[config.mk]
export PLATFORM = sky130hd
export DESIGN_NAME = byte_stuffed_frame_receiver_flat
export DESIGN_NICKNAME = d
export VERILOG_FILES = /design/src/sv/bsfr_pkg.sv /design/src/sv/bsfr_if.sv /design/src/sv/byte_stuffed_frame_receiver.sv /design/src/sv/bsfr_store.sv /design/src/sv/bsfr_framer.sv /design/src/sv/bsfr_drain.sv /design/src/flat_wrapper.sv
export SDC_FILE = /design/constraint.sdc
export NUM_CORES = 1
export LEC_CHECK = 0
export ABC_CLOCK_PERIOD_IN_PS = 3300
export BUFFER_PORTS_ARGS = -buffer_cell sky130_fd_sc_hd__buf_4
export CAP_MARGIN = 20
export CORE_MARGIN = 3
export CORE_UTILIZATION = 41
export CTS_BUF_LIST = sky130_fd_sc_hd__clkbuf_2
export CTS_CLUSTER_SIZE = 10
export DETAILED_ROUTE_END_ITERATION = 10
export HOLD_SLACK_MARGIN = 0.02
export SETUP_SLACK_MARGIN = 0.5
export SYNTH_ARGS = -nofsm -noshare
export SYNTH_HDL_FRONTEND = slang
export SYNTH_SLANG_ARGS = --single-unit
[constraint.sdc]
create_clock -name clk -period 3.3 [get_ports clk]
set_clock_uncertainty 0.1 [all_clocks]
set_input_delay 0.33 -clock clk [delete_from_list [all_inputs] [get_ports clk]]
set_output_delay 0.33 -clock clk [all_outputs]
set_load 0.05 [all_outputs]
[src/sv/bsfr_pkg.sv]
// bsfr_pkg: shared types, constants and codes for the byte-stuffed frame receiver
// no dependencies; compile first
package bsfr_pkg;

    localparam int STORE_DEPTH_DEF = 64;
    localparam int BYTE_W          = 8;
    localparam int LEN_W           = 6;
    localparam int CFG_IDX_W       = 8;

    // request kinds
    localparam logic CMD_BYTE = 1'b0;
    localparam logic CMD_TICK = 1'b1;

    // register indexes
    localparam logic [CFG_IDX_W-1:0] REG_START_MARKER  = 8'd0;
    localparam logic [CFG_IDX_W-1:0] REG_END_MARKER    = 8'd1;
    localparam logic [CFG_IDX_W-1:0] REG_ESCAPE_MARKER = 8'd2;
    localparam logic [CFG_IDX_W-1:0] REG_TIMEOUT_TICKS = 8'd3;

    // register reset values
    localparam logic [BYTE_W-1:0] START_MARKER_RST  = 8'd2;
    localparam logic [BYTE_W-1:0] END_MARKER_RST    = 8'd3;
    localparam logic [BYTE_W-1:0] ESCAPE_MARKER_RST = 8'd16;
    localparam logic [BYTE_W-1:0] TIMEOUT_TICKS_RST = 8'd10;

    typedef enum logic [3:0] {
        MODE_IDLE    = 4'b0001,
        MODE_NORMAL  = 4'b0010,
        MODE_ESCAPED = 4'b0100,
        MODE_ENDED   = 4'b1000
    } rx_mode_t;

    typedef enum logic [1:0] {
        DR_IDLE = 2'b01,
        DR_RUN  = 2'b10
    } drain_state_t;

    // framer -> drain sequencer: start of a delivery run
    typedef struct packed {
        logic              go;
        logic [LEN_W-1:0]  len;
        logic [BYTE_W-1:0] frames;
    } launch_t;

endpackage

[src/sv/bsfr_if.sv]
// bsfr_if: valid/ready channel interfaces for requests, results and register writes
// depends on bsfr_pkg for field widths
interface bsfr_in_if;
    logic                      valid;
    logic                      ready;
    logic                      cmd;
    logic [bsfr_pkg::BYTE_W-1:0] rx_byte;

    modport source (output valid, output cmd, output rx_byte, input ready);
    modport sink   (input valid, input cmd, input rx_byte, output ready);
endinterface

interface bsfr_out_if;
    logic                      valid;
    logic                      ready;
    logic [bsfr_pkg::BYTE_W-1:0] payload_byte;
    logic                      last_of_frame;
    logic [bsfr_pkg::LEN_W-1:0]  payload_length;
    logic [bsfr_pkg::BYTE_W-1:0] frames_delivered;

    modport source (output valid, output payload_byte, output last_of_frame,
                    output payload_length, output frames_delivered, input ready);
    modport sink   (input valid, input payload_byte, input last_of_frame,
                    input payload_length, input frames_delivered, output ready);
endinterface

interface bsfr_cfg_if;
    logic                         valid;
    logic                         ready;
    logic [bsfr_pkg::CFG_IDX_W-1:0] index;
    logic [bsfr_pkg::BYTE_W-1:0]    data;

    modport source (output valid, output index, output data, input ready);
    modport sink   (input valid, input index, input data, output ready);
endinterface

[src/sv/byte_stuffed_frame_receiver.sv]
// byte and tick requests are taken whenever no run drains; a delivering tick starts a
// run whose first byte is read through the store's registered read port and presented
// from the output register, then one byte per cycle while frame_out.ready is high
// no request is taken on byte_in while a run drains; register writes are always taken
// reset: registers to defaults, mode idle, timer, fill count and frame count zero;
// the frame store is not cleared and needs no clearing pass
module byte_stuffed_frame_receiver #(
    parameter int STORE_DEPTH = bsfr_pkg::STORE_DEPTH_DEF
) (
    input  logic       clk,
    input  logic       rst_n,
    bsfr_in_if.sink    byte_in,
    bsfr_cfg_if.sink   cfg,
    bsfr_out_if.source frame_out
);

    localparam int AW = $clog2(STORE_DEPTH);

    logic                        busy;
    logic                        we;
    logic [AW-1:0]               waddr;
    logic [bsfr_pkg::BYTE_W-1:0] wdata;
    logic                        re;
    logic [AW-1:0]               raddr;
    logic [bsfr_pkg::BYTE_W-1:0] rdata;
    bsfr_pkg::launch_t           launch;

    bsfr_framer #(
        .STORE_DEPTH (STORE_DEPTH),
        .AW          (AW)
    ) u_framer (
        .clk     (clk),
        .rst_n   (rst_n),
        .byte_in (byte_in),
        .cfg     (cfg),
        .busy    (busy),
        .we      (we),
        .waddr   (waddr),
        .wdata   (wdata),
        .launch  (launch)
    );

    bsfr_store #(
        .STORE_DEPTH (STORE_DEPTH),
        .AW          (AW)
    ) u_store (
        .clk   (clk),
        .we    (we),
        .waddr (waddr),
        .wdata (wdata),
        .re    (re),
        .raddr (raddr),
        .rdata (rdata)
    );

    bsfr_drain #(
        .STORE_DEPTH (STORE_DEPTH),
        .AW          (AW)
    ) u_drain (
        .clk       (clk),
        .rst_n     (rst_n),
        .launch    (launch),
        .busy      (busy),
        .re        (re),
        .raddr     (raddr),
        .rdata     (rdata),
        .frame_out (frame_out)
    );

endmodule

[src/sv/bsfr_store.sv]
// bsfr_store: frame byte memory, one write port and one registered read port
// depends on bsfr_pkg for the byte width
module bsfr_store #(
    parameter int STORE_DEPTH = bsfr_pkg::STORE_DEPTH_DEF,
    parameter int AW          = $clog2(STORE_DEPTH)
) (
    input  logic                        clk,
    input  logic                        we,
    input  logic [AW-1:0]               waddr,
    input  logic [bsfr_pkg::BYTE_W-1:0] wdata,
    input  logic                        re,
    input  logic [AW-1:0]               raddr,
    output logic [bsfr_pkg::BYTE_W-1:0] rdata
);

    logic [bsfr_pkg::BYTE_W-1:0] mem [STORE_DEPTH];
    logic [bsfr_pkg::BYTE_W-1:0] rdata_reg;

    always_ff @(posedge clk)
    begin
        if (we)
        begin
            mem[waddr] <= wdata;
        end
    end

    // read data holds while re is low
    always_ff @(posedge clk)
    begin
        if (re)
        begin
            rdata_reg <= mem[raddr];
        end
    end

    assign rdata = rdata_reg;

endmodule

[src/sv/bsfr_framer.sv]
// bsfr_framer: registers, framing mode, silence timer, store fill and frame count
// depends on bsfr_pkg and bsfr_if; writes bytes into bsfr_store
module bsfr_framer #(
    parameter int STORE_DEPTH = bsfr_pkg::STORE_DEPTH_DEF,
    parameter int AW          = $clog2(STORE_DEPTH)
) (
    input  logic                        clk,
    input  logic                        rst_n,
    bsfr_in_if.sink                     byte_in,
    bsfr_cfg_if.sink                    cfg,
    input  logic                        busy,
    output logic                        we,
    output logic [AW-1:0]               waddr,
    output logic [bsfr_pkg::BYTE_W-1:0] wdata,
    output bsfr_pkg::launch_t           launch
);

    localparam int CW = $clog2(STORE_DEPTH + 1);

    logic [bsfr_pkg::BYTE_W-1:0] start_marker_reg, end_marker_reg;
    logic [bsfr_pkg::BYTE_W-1:0] escape_marker_reg, timeout_ticks_reg;

    bsfr_pkg::rx_mode_t          mode_reg, mode_next;
    logic [bsfr_pkg::BYTE_W-1:0] timer_reg, timer_next;
    logic [CW-1:0]               count_reg, count_next;
    logic [bsfr_pkg::BYTE_W-1:0] frames_reg, frames_next;

    logic                        acc;
    logic [bsfr_pkg::BYTE_W-1:0] b;

    assign cfg.ready     = 1'b1;
    assign byte_in.ready = ~busy;
    assign acc           = byte_in.valid & byte_in.ready;
    assign b             = byte_in.rx_byte;
    assign wdata         = b;

    always_ff @(posedge clk or negedge rst_n)
    begin
        if (!rst_n)
        begin
            start_marker_reg  <= bsfr_pkg::START_MARKER_RST;
            end_marker_reg    <= bsfr_pkg::END_MARKER_RST;
            escape_marker_reg <= bsfr_pkg::ESCAPE_MARKER_RST;
            timeout_ticks_reg <= bsfr_pkg::TIMEOUT_TICKS_RST;
        end
        else if (cfg.valid)
        begin
            case (cfg.index)
                bsfr_pkg::REG_START_MARKER:  start_marker_reg  <= cfg.data;
                bsfr_pkg::REG_END_MARKER:    end_marker_reg    <= cfg.data;
                bsfr_pkg::REG_ESCAPE_MARKER: escape_marker_reg <= cfg.data;
                bsfr_pkg::REG_TIMEOUT_TICKS: timeout_ticks_reg <= cfg.data;
                default: ;
            endcase
        end
    end

    always_comb
    begin
        mode_next   = mode_reg;
        timer_next  = timer_reg;
        count_next  = count_reg;
        frames_next = frames_reg;
        we          = 1'b0;
        waddr       = count_reg[AW-1:0];
        launch      = '0;

        if (acc && byte_in.cmd == bsfr_pkg::CMD_BYTE)
        begin
            if (timer_reg == '0 && b == start_marker_reg)
            begin
                // frame restarts with the start byte at entry 0
                we         = 1'b1;
                waddr      = '0;
                count_next = CW'(1);
                timer_next = timeout_ticks_reg;
                mode_next  = bsfr_pkg::MODE_NORMAL;
            end
            else
            begin
                case (mode_reg)
                    bsfr_pkg::MODE_NORMAL:
                    begin
                        timer_next = timeout_ticks_reg;
                        if (b == escape_marker_reg)
                        begin
                            mode_next = bsfr_pkg::MODE_ESCAPED;
                        end
                        else
                        begin
                            if (count_reg < CW'(STORE_DEPTH))
                            begin
                                we         = 1'b1;
                                count_next = count_reg + CW'(1);
                            end
                            if (b == end_marker_reg)
                            begin
                                mode_next = bsfr_pkg::MODE_ENDED;
                            end
                        end
                    end
                    bsfr_pkg::MODE_ESCAPED:
                    begin
                        timer_next = timeout_ticks_reg;
                        if (count_reg < CW'(STORE_DEPTH))
                        begin
                            we         = 1'b1;
                            count_next = count_reg + CW'(1);
                        end
                        mode_next = bsfr_pkg::MODE_NORMAL;
                    end
                    default: ;
                endcase
            end
        end
        else if (acc)
        begin
            if (timer_reg != '0)
            begin
                timer_next = timer_reg - 8'd1;
            end
            else if (mode_reg == bsfr_pkg::MODE_ENDED)
            begin
                mode_next = bsfr_pkg::MODE_IDLE;
                if (count_reg > CW'(2))
                begin
                    frames_next   = frames_reg + 8'd1;
                    launch.go     = 1'b1;
                    launch.len    = bsfr_pkg::LEN_W'(count_reg - CW'(2));
                    launch.frames = frames_next;
                end
            end
        end
    end

    always_ff @(posedge clk or negedge rst_n)
    begin
        if (!rst_n)
        begin
            mode_reg   <= bsfr_pkg::MODE_IDLE;
            timer_reg  <= '0;
            count_reg  <= '0;
            frames_reg <= '0;
        end
        else
        begin
            mode_reg   <= mode_next;
            timer_reg  <= timer_next;
            count_reg  <= count_next;
            frames_reg <= frames_next;
        end
    end

endmodule

[src/sv/bsfr_drain.sv]
// bsfr_drain: reads a frame from bsfr_store, presents one byte a cycle unless stalled
// depends on bsfr_pkg and bsfr_if
module bsfr_drain #(
    parameter int STORE_DEPTH = bsfr_pkg::STORE_DEPTH_DEF,
    parameter int AW          = $clog2(STORE_DEPTH)
) (
    input  logic                        clk,
    input  logic                        rst_n,
    input  bsfr_pkg::launch_t           launch,
    output logic                        busy,
    output logic                        re,
    output logic [AW-1:0]               raddr,
    input  logic [bsfr_pkg::BYTE_W-1:0] rdata,
    bsfr_out_if.source                  frame_out
);

    bsfr_pkg::drain_state_t      state_reg, state_next;
    logic [AW-1:0]               idx_reg, idx_next;
    logic [AW-1:0]               end_reg, end_next;
    logic                        issuing_reg, issuing_next;
    logic                        rd_vld_reg, rd_vld_next;
    logic                        rd_last_reg, rd_last_next;
    logic                        o_valid_reg, o_valid_next;
    logic [bsfr_pkg::BYTE_W-1:0] o_byte_reg, o_byte_next;
    logic                        o_last_reg, o_last_next;
    logic [bsfr_pkg::LEN_W-1:0]  len_reg, len_next;
    logic [bsfr_pkg::BYTE_W-1:0] frames_reg, frames_next;
    logic                        move;

    assign busy  = (state_reg == bsfr_pkg::DR_RUN);
    assign raddr = idx_reg;

    // read stage advances into the output register when that is free or leaving
    assign move = rd_vld_reg & (~o_valid_reg | frame_out.ready);
    assign re   = busy & issuing_reg & (~rd_vld_reg | move);

    always_comb
    begin
        state_next   = state_reg;
        idx_next     = idx_reg;
        end_next     = end_reg;
        issuing_next = issuing_reg;
        rd_vld_next  = rd_vld_reg;
        rd_last_next = rd_last_reg;
        o_valid_next = o_valid_reg;
        o_byte_next  = o_byte_reg;
        o_last_next  = o_last_reg;
        len_next     = len_reg;
        frames_next  = frames_reg;

        case (state_reg)
            bsfr_pkg::DR_IDLE:
            begin
                if (launch.go)
                begin
                    state_next   = bsfr_pkg::DR_RUN;
                    idx_next     = AW'(1);
                    end_next     = AW'(launch.len);
                    issuing_next = 1'b1;
                    len_next     = launch.len;
                    frames_next  = launch.frames;
                end
            end
            bsfr_pkg::DR_RUN:
            begin
                if (re)
                begin
                    rd_vld_next  = 1'b1;
                    rd_last_next = (idx_reg == end_reg);
                    idx_next     = idx_reg + AW'(1);
                    if (idx_reg == end_reg)
                    begin
                        issuing_next = 1'b0;
                    end
                end
                else if (move)
                begin
                    rd_vld_next = 1'b0;
                end

                if (move)
                begin
                    o_valid_next = 1'b1;
                    o_byte_next  = rdata;
                    o_last_next  = rd_last_reg;
                end
                else if (frame_out.ready)
                begin
                    o_valid_next = 1'b0;
                end

                if (o_valid_reg && frame_out.ready && o_last_reg)
                begin
                    state_next = bsfr_pkg::DR_IDLE;
                end
            end
            default:
            begin
                state_next = bsfr_pkg::DR_IDLE;
            end
        endcase
    end

    always_ff @(posedge clk or negedge rst_n)
    begin
        if (!rst_n)
        begin
            state_reg   <= bsfr_pkg::DR_IDLE;
            issuing_reg <= 1'b0;
            rd_vld_reg  <= 1'b0;
            o_valid_reg <= 1'b0;
        end
        else
        begin
            state_reg   <= state_next;
            issuing_reg <= issuing_next;
            rd_vld_reg  <= rd_vld_next;
            o_valid_reg <= o_valid_next;
        end
    end

    always_ff @(posedge clk)
    begin
        idx_reg     <= idx_next;
        end_reg     <= end_next;
        rd_last_reg <= rd_last_next;
        o_byte_reg  <= o_byte_next;
        o_last_reg  <= o_last_next;
        len_reg     <= len_next;
        frames_reg  <= frames_next;
    end

    assign frame_out.valid            = o_valid_reg;
    assign frame_out.payload_byte     = o_byte_reg;
    assign frame_out.last_of_frame    = o_last_reg;
    assign frame_out.payload_length   = len_reg;
    assign frame_out.frames_delivered = frames_reg;

endmodule

[src/flat_wrapper.sv]
// flat-port wrapper written by rule: the top's interface ports become plain ports
module byte_stuffed_frame_receiver_flat 
#(
    parameter int STORE_DEPTH = bsfr_pkg::STORE_DEPTH_DEF
)
  (clk, rst_n, byte_in_valid, byte_in_cmd, byte_in_rx_byte, byte_in_ready, cfg_valid, cfg_index, cfg_data, cfg_ready, frame_out_valid, frame_out_payload_byte, frame_out_last_of_frame, frame_out_payload_length, frame_out_frames_delivered, frame_out_ready);
  bsfr_in_if byte_in_i ();
  bsfr_cfg_if cfg_i ();
  bsfr_out_if frame_out_i ();
  input  logic clk;
  input  logic rst_n;
  input wire logic [$bits(byte_in_i.valid)-1:0] byte_in_valid;
  input wire logic [$bits(byte_in_i.cmd)-1:0] byte_in_cmd;
  input wire logic [$bits(byte_in_i.rx_byte)-1:0] byte_in_rx_byte;
  output wire logic [$bits(byte_in_i.ready)-1:0] byte_in_ready;
  input wire logic [$bits(cfg_i.valid)-1:0] cfg_valid;
  input wire logic [$bits(cfg_i.index)-1:0] cfg_index;
  input wire logic [$bits(cfg_i.data)-1:0] cfg_data;
  output wire logic [$bits(cfg_i.ready)-1:0] cfg_ready;
  output wire logic [$bits(frame_out_i.valid)-1:0] frame_out_valid;
  output wire logic [$bits(frame_out_i.payload_byte)-1:0] frame_out_payload_byte;
  output wire logic [$bits(frame_out_i.last_of_frame)-1:0] frame_out_last_of_frame;
  output wire logic [$bits(frame_out_i.payload_length)-1:0] frame_out_payload_length;
  output wire logic [$bits(frame_out_i.frames_delivered)-1:0] frame_out_frames_delivered;
  input wire logic [$bits(frame_out_i.ready)-1:0] frame_out_ready;
  assign byte_in_i.valid = byte_in_valid;
  assign byte_in_i.cmd = byte_in_cmd;
  assign byte_in_i.rx_byte = byte_in_rx_byte;
  assign byte_in_ready = byte_in_i.ready;
  assign cfg_i.valid = cfg_valid;
  assign cfg_i.index = cfg_index;
  assign cfg_i.data = cfg_data;
  assign cfg_ready = cfg_i.ready;
  assign frame_out_valid = frame_out_i.valid;
  assign frame_out_payload_byte = frame_out_i.payload_byte;
  assign frame_out_last_of_frame = frame_out_i.last_of_frame;
  assign frame_out_payload_length = frame_out_i.payload_length;
  assign frame_out_frames_delivered = frame_out_i.frames_delivered;
  assign frame_out_i.ready = frame_out_ready;
  byte_stuffed_frame_receiver #(.STORE_DEPTH(STORE_DEPTH)) u_core (.clk(clk), .rst_n(rst_n), .byte_in(byte_in_i), .cfg(cfg_i), .frame_out(frame_out_i));
endmodule
Word level (Yosys, flattened, before mapping)
Memories as Yosys holds them, arrays and structs flattened. A register that Yosys moved wholly into a read port is not among the register bits.
Index checks and enable logic that the tools add are counted.
- bitwise operators: 15
- $add $sub $neg: 5
- magnitude comparators: 2
- equality and inequality tests: 21
- mux-type cells: 45
- reduce and logical (&&, ||, !) cells: 32
- operators with widths (operator ; number):
    $mux W15 ; 5
    $mux W8 ; 5
    $mux W4 ; 7
    $eq A8 B8 Y1 ; 3
    $mux W6 ; 4
    $mux W7 ; 3
    $reduce_and A2 Y1 ; 10
    $eq A8 B2 Y1 const B ; 2
    $logic_not A8 Y1 ; 2
    $pmux W7 S2 ; 1
    $mux W1 ; 13
    $pmux W6 S2 ; 1
    $reduce_bool A2 Y1 ; 6
    $reduce_and A5 Y1 ; 2
    $not A1 Y1 ; 9
    $reduce_and A3 Y1 ; 3
    $add A8 B1 Y8 const B ; 1
    $eq A8 B1 Y1 const B ; 1
    $ne A2 B1 Y1 const B ; 4
    $pmux W4 S2 ; 1
    $reduce_bool A8 Y1 ; 1
    $sub A8 B1 Y8 const B ; 1
    $add A7 B1 Y7 const B ; 1
    $gt A7 B2 Y1 const B ; 1
    other kinds (24) ; 33
- logic and storage cells: 139
- input bits: 30
- memories: 1
- register bits after elaboration: 94
- bits in writable memories: 512
- output and inout port bits: 26
- memory list (memory ; depth ; width ; rd ports ; clocked after memory_dff ; write ports ; line ; text):
    u_core.u_store.mem ; 64 ; 8 ; 1 ; 1 ; 1 ; bsfr_store.sv:16 ; logic [bsfr_pkg::BYTE_W-1:0] mem [STORE_DEPTH];

Longest topological paths before layout
- word-level depth: 8
- gate-level depth with buffers: 9
- gate-level depth less buffers: 7

Hierarchy
Synthesis repeated with hierarchy kept, for this count alone.
- cell total of the unflattened synthesis: 1360
- area, all modules: 25031.5 µm²
- by module, submodules not included (module ; seq. area each (µm²) ; times used ; area an instance (µm²) ; cells each):
    bsfr_store ; 15615.0 ; 1 ; 20246.9 ; 940
    bsfr_framer ; 1485.2 ; 1 ; 3479.6 ; 340
    bsfr_drain ; 1027.2 ; 1 ; 1305.0 ; 80

Worst setup path before layout
Ideal clock, no wire load.
- path kind: register to register
- start: register u_core.u_framer.count_reg[2]
- end: register u_core.u_drain.idx_reg[0], in the netlist u_core.u_drain.raddr[0], enable pin
- path buffers: 1
- stages on the path, launching flop included: 9
- data required time: 2.892 ns
- setup time: 0.308 ns
- clock period less this slack: 3.408 ns
- path slack: -0.108 ns
- arrival time: 3.001 ns
- cell sequence: dfrtp_1 > clkbuf_1 > inv_1 > ha_1 > nor2b_1 > o21bai_1 > nand4_1 > nor3b_1 > or2_2
- word-level cells in the longest chain between the ends: 8
- RTL lines (element ; line ; text):
    from (decl) ; bsfr_framer.sv:25 ; logic [CW-1:0] count_reg, count_next;
    from (signal assigned) ; bsfr_framer.sv:149 ; count_reg <= count_next;
    $gt A7 B2 Y1 ; bsfr_framer.sv:125 ; if (count_reg > CW'(2))
    $mux W15 ; bsfr_framer.sv:125 ;
    $mux W15 ; bsfr_framer.sv:122 ; else if (mode_reg == bsfr_pkg::MODE_ENDED)
    $mux W15 ; bsfr_framer.sv:118 ; if (timer_reg != '0)
    $mux W15 ; bsfr_framer.sv:116 ; else if (acc)
    $mux W15 ; bsfr_framer.sv:68 ; if (acc && byte_in.cmd == bsfr_pkg::CMD_BYTE)
    $ne A2 B1 Y1 (no line) ; - ;
    $reduce_and A3 Y1 (no line) ; - ;
    to (signal assigned) ; bsfr_drain.sv:124 ; idx_reg <= idx_next;
    to (decl) ; bsfr_drain.sv:18 ; logic [AW-1:0] idx_reg, idx_next;
No other way between the ends.
A chain may end at the register's enable or synchronous reset.

Worst setup path in the final report
- start: register u_core.u_framer.mode_reg[3]
- end: memory u_core.u_store.mem[1][1] (netlist bit), enable pin
- word-level cells in the longest chain between the ends: 6
- elaborated cells between the ends (all ways): 7
- those cells by class: eq/ne (2); mux (5)
- RTL lines (element ; line ; text):
    from (decl) ; bsfr_framer.sv:23 ; bsfr_pkg::rx_mode_t mode_reg, mode_next;
    from (signal assigned) ; bsfr_framer.sv:140 ; mode_reg <= bsfr_pkg::MODE_IDLE;
    from (signal assigned) ; bsfr_framer.sv:147 ; mode_reg <= mode_next;
    $eq A4 B3 Y1 or $eq A4 B2 Y1 (tied branches) ; bsfr_framer.sv:81 ; case (mode_reg)
    $pmux W1 S2 * ; bsfr_framer.sv:81 ;
    $mux W1 * ; bsfr_framer.sv:70 ; if (timer_reg == '0 && b == start_marker_reg)
    $mux W1 * ; bsfr_framer.sv:68 ;
    $mux W1 * ; bsfr_store.sv:21 ; if (we)
    $mux W1 (implied by the code) * ; bsfr_store.sv:23 ; mem[waddr] <= wdata;
    to (decl) ; bsfr_store.sv:16 ;
Every way passes the cells marked *; elsewhere a longest branch is shown, timed or not.

==> run_summary.xml <==
<?xml version="1.0" encoding="UTF-8"?>
<metrics>
  <group name="yosys">
    <metric name="synthesis.area_per_instance" unit="um^2">18.69</metric>
    <metric name="syn-num-nets" unit="">1364</metric>
    <metric name="postSynthRegisterBits" unit="">614</metric>
    <metric name="synth-edff-count" unit="">550</metric>
    <metric name="synth-simple-area-share" unit="%">4.993</metric>
    <metric name="netlist.area_leader.share" unit="%">66.64</metric>
    <metric name="async_flop_share" unit="%">10.42</metric>
    <metric name="synth_xor_area_share" unit="%">1.767</metric>
    <metric name="synth_most_common_cell" unit="">edfxtp_1</metric>
    <metric name="yosysWarnings" unit="">0</metric>
    <metric name="netlist_area" unit="um^2">24780</metric>
    <metric name="synth_top_area_cell" unit="">edfxtp_1</metric>
    <metric name="syn-instance-count" unit="">1326</metric>
    <metric name="synth_area_in_compound_gates" unit="%">3.903</metric>
    <metric name="synth_cell_types" unit="">69</metric>
    <metric name="ys_top_cells_by_count" unit="">edfxtp_1 (550), mux4_2 (132), nor2_1 (79)</metric>
    <metric name="synth-adder-area-share" unit="%">0.4039</metric>
    <metric name="synth_ff_type" unit="">edfxtp_1</metric>
    <metric name="synth.yosys.seq_area_share" unit="%">73.15</metric>
    <metric name="muxShareOfSynthArea" unit="%">14.02</metric>
    <metric name="combinational_family_with_the_most_area_after_synthesis" unit="">multiplexers</metric>
    <metric name="synth.top_cells.by_area" unit="">edfxtp_1 (67%), mux4_2 (12%), dfrtp_1 (5.7%)</metric>
  </group>
  <group name="floorplanning">
    <metric name="placementRows" unit="">89</metric>
    <metric name="die_area" unit="um^2">63430</metric>
    <metric name="io-pin-count" unit="">56</metric>
    <metric name="x_dimension_of_the_die" unit="um">251.9</metric>
    <metric name="die-height" unit="um">251.9</metric>
    <metric name="floorplan.core_area" unit="um^2">59350</metric>
    <metric name="start_util" unit="%">41.75</metric>
  </group>
  <group name="global_routing">
    <metric name="track_usage" unit="%">21.03</metric>
    <metric name="maximum_number_of_pins_on_one_net_before_global_route_repair" unit="">65</metric>
    <metric name="vias_in_the_first_global_route" unit="">14740</metric>
    <metric name="fraction_of_met3_tracks_used_by_global_routing" unit="%">6.102</metric>
    <metric name="highest_utilization_routing_layer_at_the_global_route_stage" unit="">met2</metric>
    <metric name="grt_antenna_before_repair" unit="">4</metric>
    <metric name="grt_use_met2" unit="%">32.71</metric>
    <metric name="grt_pass1_wl" unit="mm">95.86</metric>
    <metric name="grt.met1_usage" unit="%">28.44</metric>
    <metric name="globalRouteOverflowTotal" unit="">0</metric>
  </group>
  <group name="pwr">
    <metric name="internal_power" unit="W">0.01056</metric>
    <metric name="pd_cells" unit="nW/um^2">471.1</metric>
    <metric name="sw_frac_of_total" unit="%">23.27</metric>
    <metric name="p_comb_share" unit="%">2.3</metric>
    <metric name="p_leak" unit="nW">10.23</metric>
    <metric name="ir_drop" unit="mV">0.2766</metric>
    <metric name="power.share.clock" unit="%">36.1</metric>
    <metric name="design_power_total" unit="W">0.01377</metric>
    <metric name="power_switching" unit="W">0.003204</metric>
    <metric name="seq_power_share" unit="%">61.6</metric>
  </group>
  <group name="hold_path">
    <metric name="hold-path-cell-count" unit="">6</metric>
    <metric name="whs_endpoint" unit="">u_core.u_framer.start_marker_reg[3]</metric>
    <metric name="min-delay-path-class" unit="">primary input to flip-flop</metric>
    <metric name="min_from" unit="">cfg_index[6]</metric>
  </group>
  <group name="timing">
    <metric name="count_of_endpoints_failing_setup_in_the_final_report" unit="">0</metric>
    <metric name="grt_setup_unrepaired" unit="">yes</metric>
    <metric name="worst_slack" unit="ns">0.4533</metric>
    <metric name="hold_violation_total_from_the_final_report" unit="">0</metric>
    <metric name="drv_slew" unit="">0</metric>
    <metric name="fmax" unit="GHz">0.3513</metric>
    <metric name="worst_slew_pin_slew" unit="ns">0.9786</metric>
    <metric name="fin_setup_tns" unit="ns">0</metric>
    <metric name="fin_crit" unit="ns">2.847</metric>
    <metric name="layout_worst_path_cycle_share" unit="%">86.26</metric>
    <metric name="max-slew-margin-rel" unit="%">34.76</metric>
  </group>
  <group name="detailed_routing">
    <metric name="num_vias" unit="">14290</metric>
    <metric name="drc" unit="">0</metric>
    <metric name="antenna_violating_nets_left" unit="">0</metric>
    <metric name="routed_wire_length_per_instance" unit="um">25.44</metric>
    <metric name="first_pass_iters" unit="">5</metric>
    <metric name="routed_wirelength" unit="mm">65.04</metric>
    <metric name="first_iter_violations" unit="">1209</metric>
    <metric name="via_per_inst" unit="">5.587</metric>
  </group>
  <group name="placement">
    <metric name="number_of_input_and_output_port_buffers_inserted" unit="">54</metric>
    <metric name="finalWeightedCongestion" unit="">0.8460</metric>
    <metric name="place_worst_setup_slack" unit="ns">0.1427</metric>
    <metric name="dp_hpwl" unit="mm">41.37</metric>
  </group>
  <group name="worst_setup_path">
    <metric name="startpoint_type" unit="">flip-flop</metric>
    <metric name="critPathKind" unit="">flip-flop to flip-flop</metric>
    <metric name="timing.critical_path.fanout_max" unit="">10</metric>
    <metric name="critPathLaunch" unit="">u_core.u_framer.mode_reg[3]</metric>
    <metric name="timing.critical_path.arrival" unit="ns">3.62</metric>
    <metric name="worst_setup_path_end_kind" unit="">flip-flop</metric>
    <metric name="worstReg2RegEnd" unit="">u_core.u_store.mem[1][1]</metric>
    <metric name="worst-r2r-setup-slack" unit="ns">0.45</metric>
    <metric name="worstReg2RegStart" unit="">u_core.u_framer.mode_reg[3]</metric>
    <metric name="rr_worst_depth" unit="">4</metric>
    <metric name="critical_path_rt" unit="ns">4.07</metric>
  </group>
  <group name="final_layout">
    <metric name="regArea" unit="um^2">18130</metric>
    <metric name="fill_cells" unit="">4995</metric>
    <metric name="multi_input_comb_area" unit="um^2">6419</metric>
    <metric name="proportion_of_layout_cells_with_a_drive_suffix_above_1" unit="%">36.97</metric>
    <metric name="largest-register" unit="">u_core.u_store.mem</metric>
    <metric name="layout.nets" unit="">1708</metric>
    <metric name="flip_flop_count_of_the_largest_register_after_layout" unit="">512</metric>
    <metric name="area_growth_syn_to_layout" unit="%">17.91</metric>
  </group>
  <group name="clocking">
    <metric name="clkSinkCount" unit="">614</metric>
    <metric name="h-tree-depth" unit="">4</metric>
    <metric name="clk_root_buffer_cell" unit="">clkbuf_2</metric>
    <metric name="cts_max_path_buffers" unit="">3</metric>
    <metric name="insertion_delay" unit="ns">1.28</metric>
    <metric name="cts.reportedPaths.clkPinSlew" unit="ns">0.09</metric>
    <metric name="tritoncts_clock_tree" unit="">built</metric>
    <metric name="numCtsBuffers" unit="">156</metric>
  </group>
  <group name="outcome">
    <metric name="status" unit="">finished, final reports clean</metric>
  </group>
  <group name="run">
    <metric name="max_cap_violations" unit="">0</metric>
  </group>
</metrics>
[critical path, cell delays in order (launching register included)]
cell     delay (ns)
dfrtp_1        0.44
nor4b_2        0.48
o21a_2         0.36
o21ai_1        0.24
a21oi_1        0.85
[per-stage QoR]
stage | hold WS [ns] | util, % | cells | instance area, um^2
2_1_floorplan | -0.06559 | - | 1326 | 24790
3_3_place_gp | 0.3054 | 45.11 | 2201 | 26770
3_5_place_dp | 0.3052 | 45.11 | 2201 | 26770
4_1_cts | 0.08094 | 48.82 | 2540 | 28980
5_1_grt | 0.1324 | 49.23 | 2556 | 29220
6_report | 0.2625 | 49.23 | 2557 | 29220
[repair_timing]
action,CTS,global route
pin swaps,0,1
hold buffers,62,0
hold endpoints to repair,1024,0
setup endpoints to repair,359,318
gates cloned,2,0
setup buffers,7,13
gates resized for setup,33,27
[power groups by stage]
stage                     registers [W]  clock network, W   logic, W
final                           0.00848           0.00497   0.000312
after floorplan                 0.00865                 0  0.0000464
after global routing            0.00849           0.00556   0.000337
after CTS                       0.00848           0.00513   0.000308
after global placement          0.00866                 0   0.000242
after detailed placement        0.00866                 0   0.000250
[how the worst max path moves through the flow]
stage | end | cells after the start
2_1_floorplan | u_core.u_store.mem[11][0] | 8
3_3_place_gp | u_core.u_store.mem[63][7] | 8
3_5_place_dp | u_core.u_store.mem[55][6] | 8
4_1_cts | u_core.u_store.mem[1][1] | 4
5_1_grt | u_core.u_store.mem[2][1] | 8
6_report | u_core.u_store.mem[1][1] | 4
[layout make-up]
cell class | count | area share (%)
sequential | 614 | 62.04
clock buffer | 228 | 3.905
timing repair buffer | 255 | 7.767
multi-input combinational | 624 | 21.97
inverter | 19 | 0.2697
clock inverter | 40 | 0.7108
antenna | 4 | 0.03425
tap | 773 | 3.310
[cell families (layout without fill, tap and decap cells)]
family	after synthesis	after routing
DFF	614	614
and+or+nand+nor	247	247
muxes	178	178
AOI/OAI and AO/OA	140	140
buffers and inverters	88	542
xor gates and xnor gates	50	50
adders and majority gates	8	8
other	1	5
[layer usage]
layer / up-vias / routed length, um
met4: 0 / 1654
met1: 7377 / 26940
met2: 629 / 31240
met5: - / 0
met3: 100 / 5202
li1: 6180 / -
[cell usage in the layout (no fill, tap or decap), drive strengths merged, types with 7 or more instances in the layout]
cell,synthesis,final
inv,18,24
xnor2,22,22
o2111ai,9,9
o22ai,16,16
clkinv,1,33
a31oi,7,7
nor4,7,7
mux4,132,132
edfxtp,550,550
nand2,43,43
nor3,36,36
clkbuf,24,228
o211ai,7,7
nor2b,11,11
nand4,16,16
ha,8,8
buf,45,192
dfrtp,56,56
xor2,28,28
nor2,79,79
a22oi,20,20
mux2,33,33
nand3,21,21
mux2i,13,13
o21ai,10,10
dlygate4sd3,0,59
a21oi,32,32
dfstp,8,8
(Power assumes the default switching activity.)
